$ cat config.mk
export PLATFORM = sky130hd
export DESIGN_NAME = priority_round_robin_scheduler_top
export DESIGN_NICKNAME = d
export VERILOG_FILES = /design/src/sv/prrs_pkg.sv /design/src/sv/prrs_ctrl.sv /design/src/sv/prrs_datapath.sv /design/src/sv/priority_round_robin_scheduler_top.sv
export VERILOG_INCLUDE_DIRS = /design/src /design/src/sv
export SDC_FILE = /design/constraint.sdc
export NUM_CORES = 1
export LEC_CHECK = 0
export ABC_AREA = 1
export BUFFER_PORTS_ARGS = -buffer_cell sky130_fd_sc_hd__buf_2
export CORE_MARGIN = 5
export CORE_UTILIZATION = 50
export CTS_CLUSTER_DIAMETER = 30
export DETAILED_ROUTE_END_ITERATION = 16
export PLACE_DENSITY_LB_ADDON = 0.1
export SETUP_SLACK_MARGIN = 0.2
export SYNTH_ARGS = -nofsm -noshare
export SYNTH_HDL_FRONTEND = slang
export SYNTH_SLANG_ARGS = --single-unit
$ cat constraint.sdc
create_clock -name clk -period 5.4 [get_ports clk]
set_clock_uncertainty 0.2 [all_clocks]
set_input_delay 0 -clock clk [delete_from_list [all_inputs] [get_ports clk]]
set_output_delay 0 -clock clk [all_outputs]
set_load 0.01 [all_outputs]
$ cat src/sv/assert_macros.svh
// Assertion macros shared by the scheduler RTL.
// No dependencies; files that assert include this header by name.
`ifndef ASSERT_MACROS_SVH
`define ASSERT_MACROS_SVH
`ifndef SYNTHESIS
// Condition that must hold at every clock edge out of reset
`define ASSERT_ALWAYS(name, clk, rst_n, expr) \
    name: assert property (@(posedge clk) disable iff (!rst_n) (expr)) \
        else $error("assertion failed: invariant violated");
// Antecedent in a cycle requires the consequent in the same cycle
`define ASSERT_IMPLIES(name, clk, rst_n, ante, cons) \
    name: assert property (@(posedge clk) disable iff (!rst_n) (ante) |-> (cons)) \
        else $error("assertion failed: implication violated");
`else
`define ASSERT_ALWAYS(name, clk, rst_n, expr)
`define ASSERT_IMPLIES(name, clk, rst_n, ante, cons)
`endif
`endif

$ cat src/sv/prrs_pkg.sv
// Shared types and constants of the priority round-robin scheduler.
// No dependencies; imported by the controller, datapath and top level.
`default_nettype none

package prrs_pkg;

    // Fixed field widths of the stream payloads and config port
    localparam int MASK_W     = 16;
    localparam int CUR_W      = 4;
    localparam int OUT_PRIO_W = 8;
    localparam int CFG_W      = 16;
    localparam int CFG_ADDR_W = 2;
    localparam int IN_DATA_W  = 24;
    localparam int OUT_DATA_W = 16;

    // Policy codes
    localparam logic [1:0] MODE_RR   = 2'd0;
    localparam logic [1:0] MODE_PRIO = 2'd1;
    localparam logic [1:0] MODE_KEEP = 2'd2;

    // Config register indexes
    localparam logic [CFG_ADDR_W-1:0] REG_POLICY  = 2'd0;
    localparam logic [CFG_ADDR_W-1:0] REG_PERIOD  = 2'd1;
    localparam logic [CFG_ADDR_W-1:0] REG_DEFAULT = 2'd2;

    // Config reset values
    localparam logic [15:0] PERIOD_RESET  = 16'd250;
    localparam logic [7:0]  DEFAULT_RESET = 8'd10;

    // Controller to datapath commands
    typedef struct packed {
        logic load;        // latch the request fields
        logic scan_init;   // set scan start, clear best/found
        logic refresh_wr;  // write default priority at refresh pointer
        logic cur_rd;      // read priority of current entry
        logic dec_wr;      // write back lowered priority of current entry
        logic scan_step;   // read next entry in circular order
        logic finish;      // form result, load output register
    } ctrl_cmd_t;

    // Datapath to controller status
    typedef struct packed {
        logic prio_mode;
        logic keep_mode;
        logic counter_zero;
        logic need_dec;
        logic refresh_last;
        logic scan_last;
        logic out_free;
    } dp_status_t;

endpackage

`default_nettype wire

$ cat src/sv/prrs_ctrl.sv
// Sequencing state machine of the scheduler.
// Depends on prrs_pkg and assert_macros.svh; drives prrs_datapath commands.
`default_nettype none
`include "assert_macros.svh"

module prrs_ctrl
    import prrs_pkg::*;
(
    input  logic       clk,
    input  logic       rst_n,
    input  logic       in_valid,
    output logic       in_ready,
    input  dp_status_t status,
    output ctrl_cmd_t  cmd
);

    typedef enum logic [6:0] {
        ST_IDLE    = 7'b0000001,
        ST_START   = 7'b0000010,
        ST_REFRESH = 7'b0000100,
        ST_RD_CUR  = 7'b0001000,
        ST_DEC     = 7'b0010000,
        ST_SCAN    = 7'b0100000,
        ST_FINISH  = 7'b1000000
    } state_t;

    state_t state_reg;
    state_t state_next;
    logic   drain_reg;
    logic   drain_next;

    // State register; drain flag marks the cycle after the last scan read
    always_ff @(posedge clk or negedge rst_n)
    begin
        if (!rst_n)
        begin
            state_reg <= ST_IDLE;
            drain_reg <= 1'b0;
        end
        else
        begin
            state_reg <= state_next;
            drain_reg <= drain_next;
        end
    end

    assign in_ready = (state_reg == ST_IDLE);

    // Next state and commands
    always_comb
    begin
        state_next = state_reg;
        drain_next = 1'b0;
        cmd        = '0;
        unique case (state_reg)
            ST_IDLE:
            begin
                if (in_valid)
                begin
                    cmd.load   = 1'b1;
                    state_next = ST_START;
                end
            end
            ST_START:
            begin
                cmd.scan_init = 1'b1;
                priority if (status.keep_mode)
                    state_next = ST_FINISH;
                else if (status.prio_mode && status.counter_zero)
                    state_next = ST_REFRESH;
                else if (status.prio_mode && status.need_dec)
                    state_next = ST_RD_CUR;
                else
                    state_next = ST_SCAN;
            end
            ST_REFRESH:
            begin
                cmd.refresh_wr = 1'b1;
                if (status.refresh_last)
                    state_next = status.need_dec ? ST_RD_CUR : ST_SCAN;
            end
            ST_RD_CUR:
            begin
                cmd.cur_rd = 1'b1;
                state_next = ST_DEC;
            end
            ST_DEC:
            begin
                cmd.dec_wr = 1'b1;
                state_next = ST_SCAN;
            end
            ST_SCAN:
            begin
                // one read per cycle, then the drain flag holds off FINISH until the last read is judged
                if (drain_reg)
                    state_next = ST_FINISH;
                else
                begin
                    cmd.scan_step = 1'b1;
                    drain_next    = status.scan_last;
                end
            end
            ST_FINISH:
            begin
                if (status.out_free)
                begin
                    cmd.finish = 1'b1;
                    state_next = ST_IDLE;
                end
            end
            default:
            begin
                state_next = ST_IDLE;
            end
        endcase
    end

    // A result is loaded only into a free output register
    `ASSERT_IMPLIES(a_finish_free, clk, rst_n, cmd.finish, status.out_free)
    // Refresh and priority decrement happen only in priority mode
    `ASSERT_IMPLIES(a_refresh_prio, clk, rst_n, cmd.refresh_wr || cmd.dec_wr, status.prio_mode)
    // No new transfer is taken while a request is in flight
    `ASSERT_IMPLIES(a_load_idle, clk, rst_n, cmd.load, $past(cmd.finish) || $past(in_ready))

endmodule

`default_nettype wire

$ cat src/sv/prrs_datapath.sv
// Datapath of the scheduler: config registers, request latch, priority
// memory, circular scan unit, call counter and output register.
// Depends on prrs_pkg and assert_macros.svh.
`default_nettype none
`include "assert_macros.svh"

module prrs_datapath
    import prrs_pkg::*;
#(
    parameter int ENTRIES       = 16,
    parameter int PRIORITY_BITS = 8
)
(
    input  logic                  clk,
    input  logic                  rst_n,
    // config port
    input  logic                  cfg_wr_en,
    input  logic [CFG_ADDR_W-1:0] cfg_addr,
    input  logic [CFG_W-1:0]      cfg_wdata,
    // request fields
    input  logic [MASK_W-1:0]     runnable_mask,
    input  logic                  current_valid,
    input  logic [CUR_W-1:0]      current_index,
    input  logic                  current_running,
    input  logic                  timer_cause,
    // result
    output logic                  out_valid,
    input  logic                  out_ready,
    output logic                  grant_valid,
    output logic [CUR_W-1:0]      grant_index,
    output logic [OUT_PRIO_W-1:0] grant_priority,
    // control
    input  ctrl_cmd_t             cmd,
    output dp_status_t            status
);

    localparam int          IDX_W    = (ENTRIES > 1) ? $clog2(ENTRIES) : 1;
    localparam int          PB       = PRIORITY_BITS;
    localparam int unsigned PRIO_MAX = (32'd1 << PB) - 32'd1;
    localparam logic [IDX_W-1:0] LAST_IDX = IDX_W'(ENTRIES - 1);

    // Config registers
    logic [1:0]            policy_reg;
    logic [15:0]           period_reg;
    logic [7:0]            dflt_cfg_reg;

    // Latched request
    logic [ENTRIES-1:0]    run_vec_reg;
    logic                  cur_ok_reg;
    logic [IDX_W-1:0]      cur_ix_reg;
    logic                  running_reg;
    logic                  timer_reg;

    // Counters and scan state
    logic [15:0]           call_cnt_reg;
    logic [IDX_W-1:0]      ref_idx_reg;
    logic [IDX_W-1:0]      scan_idx_reg;
    logic [IDX_W-1:0]      step_reg;
    logic                  ev_valid_reg;
    logic                  ev_run_reg;
    logic [IDX_W-1:0]      ev_idx_reg;
    logic                  found_reg;
    logic [IDX_W-1:0]      pick_reg;
    logic [PB-1:0]         best_reg;

    // Priority memory
    logic [PB-1:0]         prio_mem [ENTRIES];
    logic [PB-1:0]         rd_data_reg;
    logic [IDX_W-1:0]      rd_addr;

    // Output register
    logic                  out_valid_reg;
    logic                  g_valid_reg;
    logic [CUR_W-1:0]      g_idx_reg;
    logic [OUT_PRIO_W-1:0] g_prio_reg;

    logic [ENTRIES-1:0]    run_in;
    logic                  cur_ok_in;
    logic                  mode_rr;
    logic                  mode_prio;
    logic [7:0]            dflt_nz;
    logic [PB-1:0]         dflt;
    logic [IDX_W-1:0]      cur_next_idx;
    logic [IDX_W-1:0]      scan_start;
    logic [IDX_W-1:0]      scan_idx_next;
    logic [IDX_W-1:0]      count_last;
    logic [15:0]           period_eff;
    logic [16:0]           call_cnt_inc;

    // Runnable bits; entries past the mask width are never runnable
    genvar gi;
    generate
        for (gi = 0; gi < ENTRIES; gi++)
        begin : g_run
            if (gi < MASK_W)
            begin : g_in
                assign run_in[gi] = runnable_mask[gi];
            end
            else
            begin : g_out
                assign run_in[gi] = 1'b0;
            end
        end
    endgenerate

    assign cur_ok_in = current_valid && (32'(current_index) < 32'(ENTRIES));

    assign mode_rr   = (policy_reg == MODE_RR);
    assign mode_prio = (policy_reg == MODE_PRIO);

    // Effective default priority: zero acts as one, saturate to PB bits
    assign dflt_nz = (dflt_cfg_reg == 8'd0) ? 8'd1 : dflt_cfg_reg;
    assign dflt    = (32'(dflt_nz) > PRIO_MAX) ? PB'(PRIO_MAX) : PB'(dflt_nz);

    // Circular scan addressing
    assign cur_next_idx  = (cur_ix_reg == LAST_IDX) ? '0 : cur_ix_reg + 1'b1;
    assign scan_start    = cur_ok_reg ? cur_next_idx : '0;
    assign scan_idx_next = (scan_idx_reg == LAST_IDX) ? '0 : scan_idx_reg + 1'b1;
    // round robin skips the current entry
    assign count_last    = (mode_rr && cur_ok_reg) ? LAST_IDX - 1'b1 : LAST_IDX;

    assign period_eff   = (period_reg == 16'd0) ? 16'd1 : period_reg;
    assign call_cnt_inc = {1'b0, call_cnt_reg} + 17'd1;

    assign rd_addr = cmd.cur_rd ? cur_ix_reg : scan_idx_reg;

    // Status to controller
    always_comb
    begin
        status.prio_mode    = mode_prio;
        status.keep_mode    = !(mode_rr || mode_prio);
        status.counter_zero = (call_cnt_reg == 16'd0);
        status.need_dec     = cur_ok_reg && timer_reg && run_vec_reg[cur_ix_reg];
        status.refresh_last = (ref_idx_reg == LAST_IDX);
        status.scan_last    = (step_reg == count_last);
        status.out_free     = !out_valid_reg || out_ready;
    end

    // Config registers
    always_ff @(posedge clk or negedge rst_n)
    begin
        if (!rst_n)
        begin
            policy_reg   <= MODE_RR;
            period_reg   <= PERIOD_RESET;
            dflt_cfg_reg <= DEFAULT_RESET;
        end
        else if (cfg_wr_en)
        begin
            unique case (cfg_addr)
                REG_POLICY:  policy_reg   <= cfg_wdata[1:0];
                REG_PERIOD:  period_reg   <= cfg_wdata[15:0];
                REG_DEFAULT: dflt_cfg_reg <= cfg_wdata[7:0];
                default:     ;
            endcase
        end
    end

    // Request latch and pointers
    always_ff @(posedge clk)
    begin
        if (cmd.load)
        begin
            run_vec_reg <= run_in;
            cur_ok_reg  <= cur_ok_in;
            cur_ix_reg  <= IDX_W'(current_index);
            running_reg <= current_running;
            timer_reg   <= timer_cause;
            ref_idx_reg <= '0;
        end
        else if (cmd.refresh_wr)
        begin
            ref_idx_reg <= ref_idx_reg + 1'b1;
        end

        if (cmd.scan_init)
        begin
            scan_idx_reg <= scan_start;
            step_reg     <= '0;
        end
        else if (cmd.scan_step)
        begin
            scan_idx_reg <= scan_idx_next;
            step_reg     <= step_reg + 1'b1;
        end

        ev_run_reg <= run_vec_reg[scan_idx_reg];
        ev_idx_reg <= scan_idx_reg;
    end

    // Priority memory: one write, one registered read per cycle
    always_ff @(posedge clk)
    begin
        if (cmd.refresh_wr)
            prio_mem[ref_idx_reg] <= dflt;
        else if (cmd.dec_wr && (rd_data_reg > PB'(1)))
            prio_mem[cur_ix_reg] <= rd_data_reg - PB'(1);
        rd_data_reg <= prio_mem[rd_addr];
    end

    // Scan evaluation, one stage behind the memory read
    always_ff @(posedge clk or negedge rst_n)
    begin
        if (!rst_n)
        begin
            ev_valid_reg <= 1'b0;
            found_reg    <= 1'b0;
            pick_reg     <= '0;
            best_reg     <= PB'(1);
        end
        else
        begin
            ev_valid_reg <= cmd.scan_step;
            if (cmd.scan_init)
            begin
                found_reg <= 1'b0;
                best_reg  <= PB'(1);
            end
            else if (ev_valid_reg && ev_run_reg)
            begin
                if (mode_rr)
                begin
                    if (!found_reg)
                    begin
                        found_reg <= 1'b1;
                        pick_reg  <= ev_idx_reg;
                    end
                end
                else if ((rd_data_reg > best_reg) || ((rd_data_reg == best_reg) && !found_reg))
                begin
                    // first entry in scan order at the highest level wins
                    found_reg <= 1'b1;
                    pick_reg  <= ev_idx_reg;
                    best_reg  <= rd_data_reg;
                end
            end
        end
    end

    // Call counter advances once per priority-mode request
    always_ff @(posedge clk or negedge rst_n)
    begin
        if (!rst_n)
            call_cnt_reg <= 16'd0;
        else if (cmd.finish && mode_prio)
            call_cnt_reg <= (call_cnt_inc >= {1'b0, period_eff}) ? 16'd0 : call_cnt_inc[15:0];
    end

    // Output handshake
    always_ff @(posedge clk or negedge rst_n)
    begin
        if (!rst_n)
            out_valid_reg <= 1'b0;
        else if (cmd.finish)
            out_valid_reg <= 1'b1;
        else if (out_ready)
            out_valid_reg <= 1'b0;
    end

    // Result payload
    always_ff @(posedge clk)
    begin
        if (cmd.finish)
        begin
            g_valid_reg <= 1'b0;
            g_idx_reg   <= '0;
            g_prio_reg  <= '0;
            priority if (mode_rr)
            begin
                if (found_reg)
                begin
                    g_valid_reg <= 1'b1;
                    g_idx_reg   <= CUR_W'(pick_reg);
                end
                else if (cur_ok_reg && running_reg)
                begin
                    // still-running fallback
                    g_valid_reg <= 1'b1;
                    g_idx_reg   <= CUR_W'(cur_ix_reg);
                end
            end
            else if (mode_prio)
            begin
                if (found_reg)
                begin
                    g_valid_reg <= 1'b1;
                    g_idx_reg   <= CUR_W'(pick_reg);
                    g_prio_reg  <= OUT_PRIO_W'(best_reg);
                end
            end
            else if (cur_ok_reg)
            begin
                g_valid_reg <= 1'b1;
                g_idx_reg   <= CUR_W'(cur_ix_reg);
            end
        end
    end

    assign out_valid      = out_valid_reg;
    assign grant_valid    = g_valid_reg;
    assign grant_index    = g_idx_reg;
    assign grant_priority = g_prio_reg;

    // Highest level found by the scan is never below one
    `ASSERT_ALWAYS(a_best_nonzero, clk, rst_n, best_reg != '0)
    // A decrement only ever sees a priority of at least one
    `ASSERT_IMPLIES(a_dec_floor, clk, rst_n, cmd.dec_wr, rd_data_reg != '0)
    // Output valid rises only when a result was loaded
    `ASSERT_IMPLIES(a_out_rise, clk, rst_n, $rose(out_valid_reg), $past(cmd.finish))

endmodule

`default_nettype wire

$ cat src/sv/priority_round_robin_scheduler_top.sv
// Keep-current loads the output register without a scan; round robin scans one
// entry per cycle and skips the current entry; priority mode scans every entry,
// after a refresh when the call counter is zero and a timer decrement when due.
// A request completes before the next is taken; a full output register holds the
// result back and stalls the input. Reset (rst_n, async low) clears control, config
// and call counter; the priority memory is rewritten by the first priority call.
`default_nettype none

module priority_round_robin_scheduler_top
    import prrs_pkg::*;
#(
    parameter int ENTRIES       = 16,
    parameter int PRIORITY_BITS = 8
)
(
    input  logic                  clk,
    input  logic                  rst_n,
    // config write port
    input  logic                  cfg_wr_en,
    input  logic [CFG_ADDR_W-1:0] cfg_addr,
    input  logic [CFG_W-1:0]      cfg_wdata,
    // request stream
    input  logic                  s_axis_tvalid,
    output logic                  s_axis_tready,
    // runnable_mask[15:0], current_valid[16], current_index[20:17],
    // current_running[21], timer_cause[22], zero[23]
    input  logic [IN_DATA_W-1:0]  s_axis_tdata,
    // grant stream
    output logic                  m_axis_tvalid,
    input  logic                  m_axis_tready,
    // grant_valid[0], grant_index[4:1], grant_priority[12:5], zero[15:13]
    output logic [OUT_DATA_W-1:0] m_axis_tdata
);

    ctrl_cmd_t             cmd;
    dp_status_t            status;
    logic                  grant_valid;
    logic [CUR_W-1:0]      grant_index;
    logic [OUT_PRIO_W-1:0] grant_priority;

    prrs_ctrl u_ctrl (
        .clk      (clk),
        .rst_n    (rst_n),
        .in_valid (s_axis_tvalid),
        .in_ready (s_axis_tready),
        .status   (status),
        .cmd      (cmd)
    );

    prrs_datapath #(
        .ENTRIES       (ENTRIES),
        .PRIORITY_BITS (PRIORITY_BITS)
    ) u_datapath (
        .clk             (clk),
        .rst_n           (rst_n),
        .cfg_wr_en       (cfg_wr_en),
        .cfg_addr        (cfg_addr),
        .cfg_wdata       (cfg_wdata),
        .runnable_mask   (s_axis_tdata[15:0]),
        .current_valid   (s_axis_tdata[16]),
        .current_index   (s_axis_tdata[20:17]),
        .current_running (s_axis_tdata[21]),
        .timer_cause     (s_axis_tdata[22]),
        .out_valid       (m_axis_tvalid),
        .out_ready       (m_axis_tready),
        .grant_valid     (grant_valid),
        .grant_index     (grant_index),
        .grant_priority  (grant_priority),
        .cmd             (cmd),
        .status          (status)
    );

    // Pack result fields, lowest field first
    assign m_axis_tdata = {3'b000, grant_priority, grant_index, grant_valid};

endmodule

`default_nettype wire

==> impl_metrics.toml <==
[logic_synthesis]
netlist_area_um2 = 12430
synth_seq_cells = 254
yosys.area.top_type = "edfxtp_1"
synth-edff-count = 168
synth_top_flop_cell = "edfxtp_1"
synthMostInstantiatedCell = "nand2_1"
ys_top_cells_by_count = "nand2_1, inv_1, nand3_1"
ys_types = 44
synth_top_area_share_pct = 40.60
syn_avg_cell_area_um2 = 8.979
synthCells = 1384
ys_seq_area_share_pct = 57.17
async_flop_share_pct = 25.59
synth.area.top_cells = "edfxtp_1, dfrtp_1, nand2_1"
ys_warn_count = 0

[critical_path]
r2r_setup_slack_ns = 1.60
crit_path_end = "u_datapath.rd_data_reg[1]"
start_kind = "register"
crit_start = "u_ctrl.state_reg[0]"
end_kind = "register"
r2r-end = "u_datapath.rd_data_reg[1]"
required_ns = 5.60
critPathMaxFanout = 33
worst-setup-path-type = "register to register"
r2r_cells = 12
r2r_start = "u_ctrl.state_reg[0]"
cp_data_arrival_time_ns = 4.00

[cells_and_area]
antennaDiodeCount = 0
largest_reg_flops = 128
nets = 1615
multi_input_area_um2 = 4101
n_fill_cell = 2043
final-seq-area_um2 = 7104
syn2layout_area_growth_pct = 24.20
top_register = "u_datapath.prio_mem"
drive_gt1_share_pct = 11.60

[routing]
wl_mm = 30.56
final_antenna_net_count = 0
wl_per_cell_um = 16.07
drc = 0
drtIter0Drc = 671
vias = 9617
drt-vias-per-instance = 5.056
first_pass_iters = 5

[cts]
htreeDepth = 2
clk_pin_slew_ns = 0.05
clockRootBuffer = "clkbuf_16"
cts_sinks = 254
cts.path.max_buffers = 3
clk-insertion-delay-late_ns = 0.53
cts_setup_buffers = 0
cts_tree = "yes"
cts_buffers = 51

[outcome]
violations = "hold timing"
outcome = "finished, violations left"

[sta]
finalMaxSlewViolations = 0
setup_violations = 0
final-hold-violation-count = 6
worst_pin_slew_ns = 1.126
final.period_utilization_pct = 70.37
rsz0062_at_grt = "false"
worst_slack_ns = 1.600
relSlewSlack_pct = 24.46
min_period_ns = 3.800
fmax_mhz = 263.1
holdWs_ns = -0.008935
final.setup.tns_ns = 0

[placement]
dp_hpwl_mm = 19.72
portBuffers = 60
pre_cts_slack_ns = 1.596
place_congestion = 0.8725

[min_path]
hold_path_class = "primary input to asynchronous set/reset pin"

[floorplan]
io_pins = 65
fp.dieW_um = 167.7
die-area_um2 = 28110
core-area_um2 = 24390
rows = 57
die_h_um = 167.7
start_util_pct = 50.95

[flow_run]
drv_cap = 0

[global_routing]
grt_max_degree = 66
grt_first_pass_wirelength_mm = 49.63
grt_usage_pct = 21.91
antenna_found_initial = 0
grt_pass1_vias = 9802
grt_overflow = 0

[power_and_ir_drop]
vdd_drop_max_mv = 0.3525
power_density_nw_per_um2 = 469.4
leakage_nw = 7.115
==> cell usage in the layout, fill, tap and decap left out, types with 5 or more instances in the layout <==
master,count
ha_1,32
nor3_1,11
nor2_1,93
nand3_1,173
o2111ai_1,7
xnor2_1,5
clkbuf_16,53
bufinv_16,6
dfstp_2,10
dfrtp_1,55
clkinv_4,7
a21oi_1,29
clkinv_1,10
xor2_1,14
o21ai_1,7
dlygate4sd3_1,70
clkinvlp_4,9
nand4_1,39
nor4_1,7
dfxtp_1,21
o21ai_0,55
buf_4,13
edfxtp_1,168
nand2_1,321
clkinv_2,7
buf_2,60
inv_1,260
==> stage by stage <==
stage,power (mW),util (%),instance area [µm²],std cells
floorplan,3.621,-,12430,1386
global placement,4.097,53.30,13000,1737
detailed placement,4.129,53.30,13000,1737
CTS,7.283,63.28,15430,1902
global route,7.637,63.28,15430,1902
finish,7.245,63.28,15430,1902
==> routing by layer <==
layer	GRT usage [%]	share of wire, %	vias to the layer above
met5	0	0	-
met4	8.257	3.4	0
met3	3.890	5.1	72
met2	37.27	48	245
met1	28.13	44	4464
li1	-	-	4836
==> what timing repair did <==
action,CTS,global route
hold endpoints to repair,160,0
resized for setup,0,0
hold buffers,70,0
==> logic make-up after synthesis <==
| family | synth area share (%) |
|---|---|
| compound gates | 5.336 |
| buf+inv | 9.927 |
| flops | 57.17 |
| xor+xnor | 1.339 |
| fa+ha+maj | 3.222 |
| simple gates | 22.98 |
| other cells | 0.03018 |
==> worst max-delay path, stage by stage (launching register included) <==
cell and delay (ns):
dfstp_2 0.52, inv_1 0.06, nand2_1 0.13, nor3_2 0.07, nand2_1 0.45, nand2_1 0.57, nand2_2 0.64, buf_4 0.47
nand2_1 0.09, nand3_1 0.08, nand3_1 0.13, nand3_1 0.14, nand2_1 0.09
==> worst min path at each step <==
stage	from	to	slack, ns	cells after the start
final	rst_n	u_datapath.best_reg[3]	-0.009	3
after global routing	cfg_wdata[12]	u_datapath.period_reg[12]	0.08	4
after CTS	rst_n	u_datapath.best_reg[3]	0.008	3
after detailed placement	s_axis_tdata[5]	u_datapath.run_vec_reg[5]	-0.02	1
after global placement	s_axis_tdata[10]	u_datapath.run_vec_reg[10]	-0.02	1
after floorplan	rst_n	u_ctrl.drain_reg	-0.50	0
==> cell type report <==
class	instances	area share, %
Multi-Input combinational cell	822	26.57
Timing Repair Buffer	143	7.117
Tap cell	324	2.626
Clock inverter	38	2.481
Clock buffer	57	8.755
Sequential cell	254	46.03
Inverter	264	6.420
==> power by group <==
group	switching, mW	leakage (nW)	internal (mW)
sequential	0.215	2.53	2.38
combinational	1.05	3.76	0.503
clock	1.02	0.823	2.08
No activity file was read; power rests on OpenSTA's default activity.
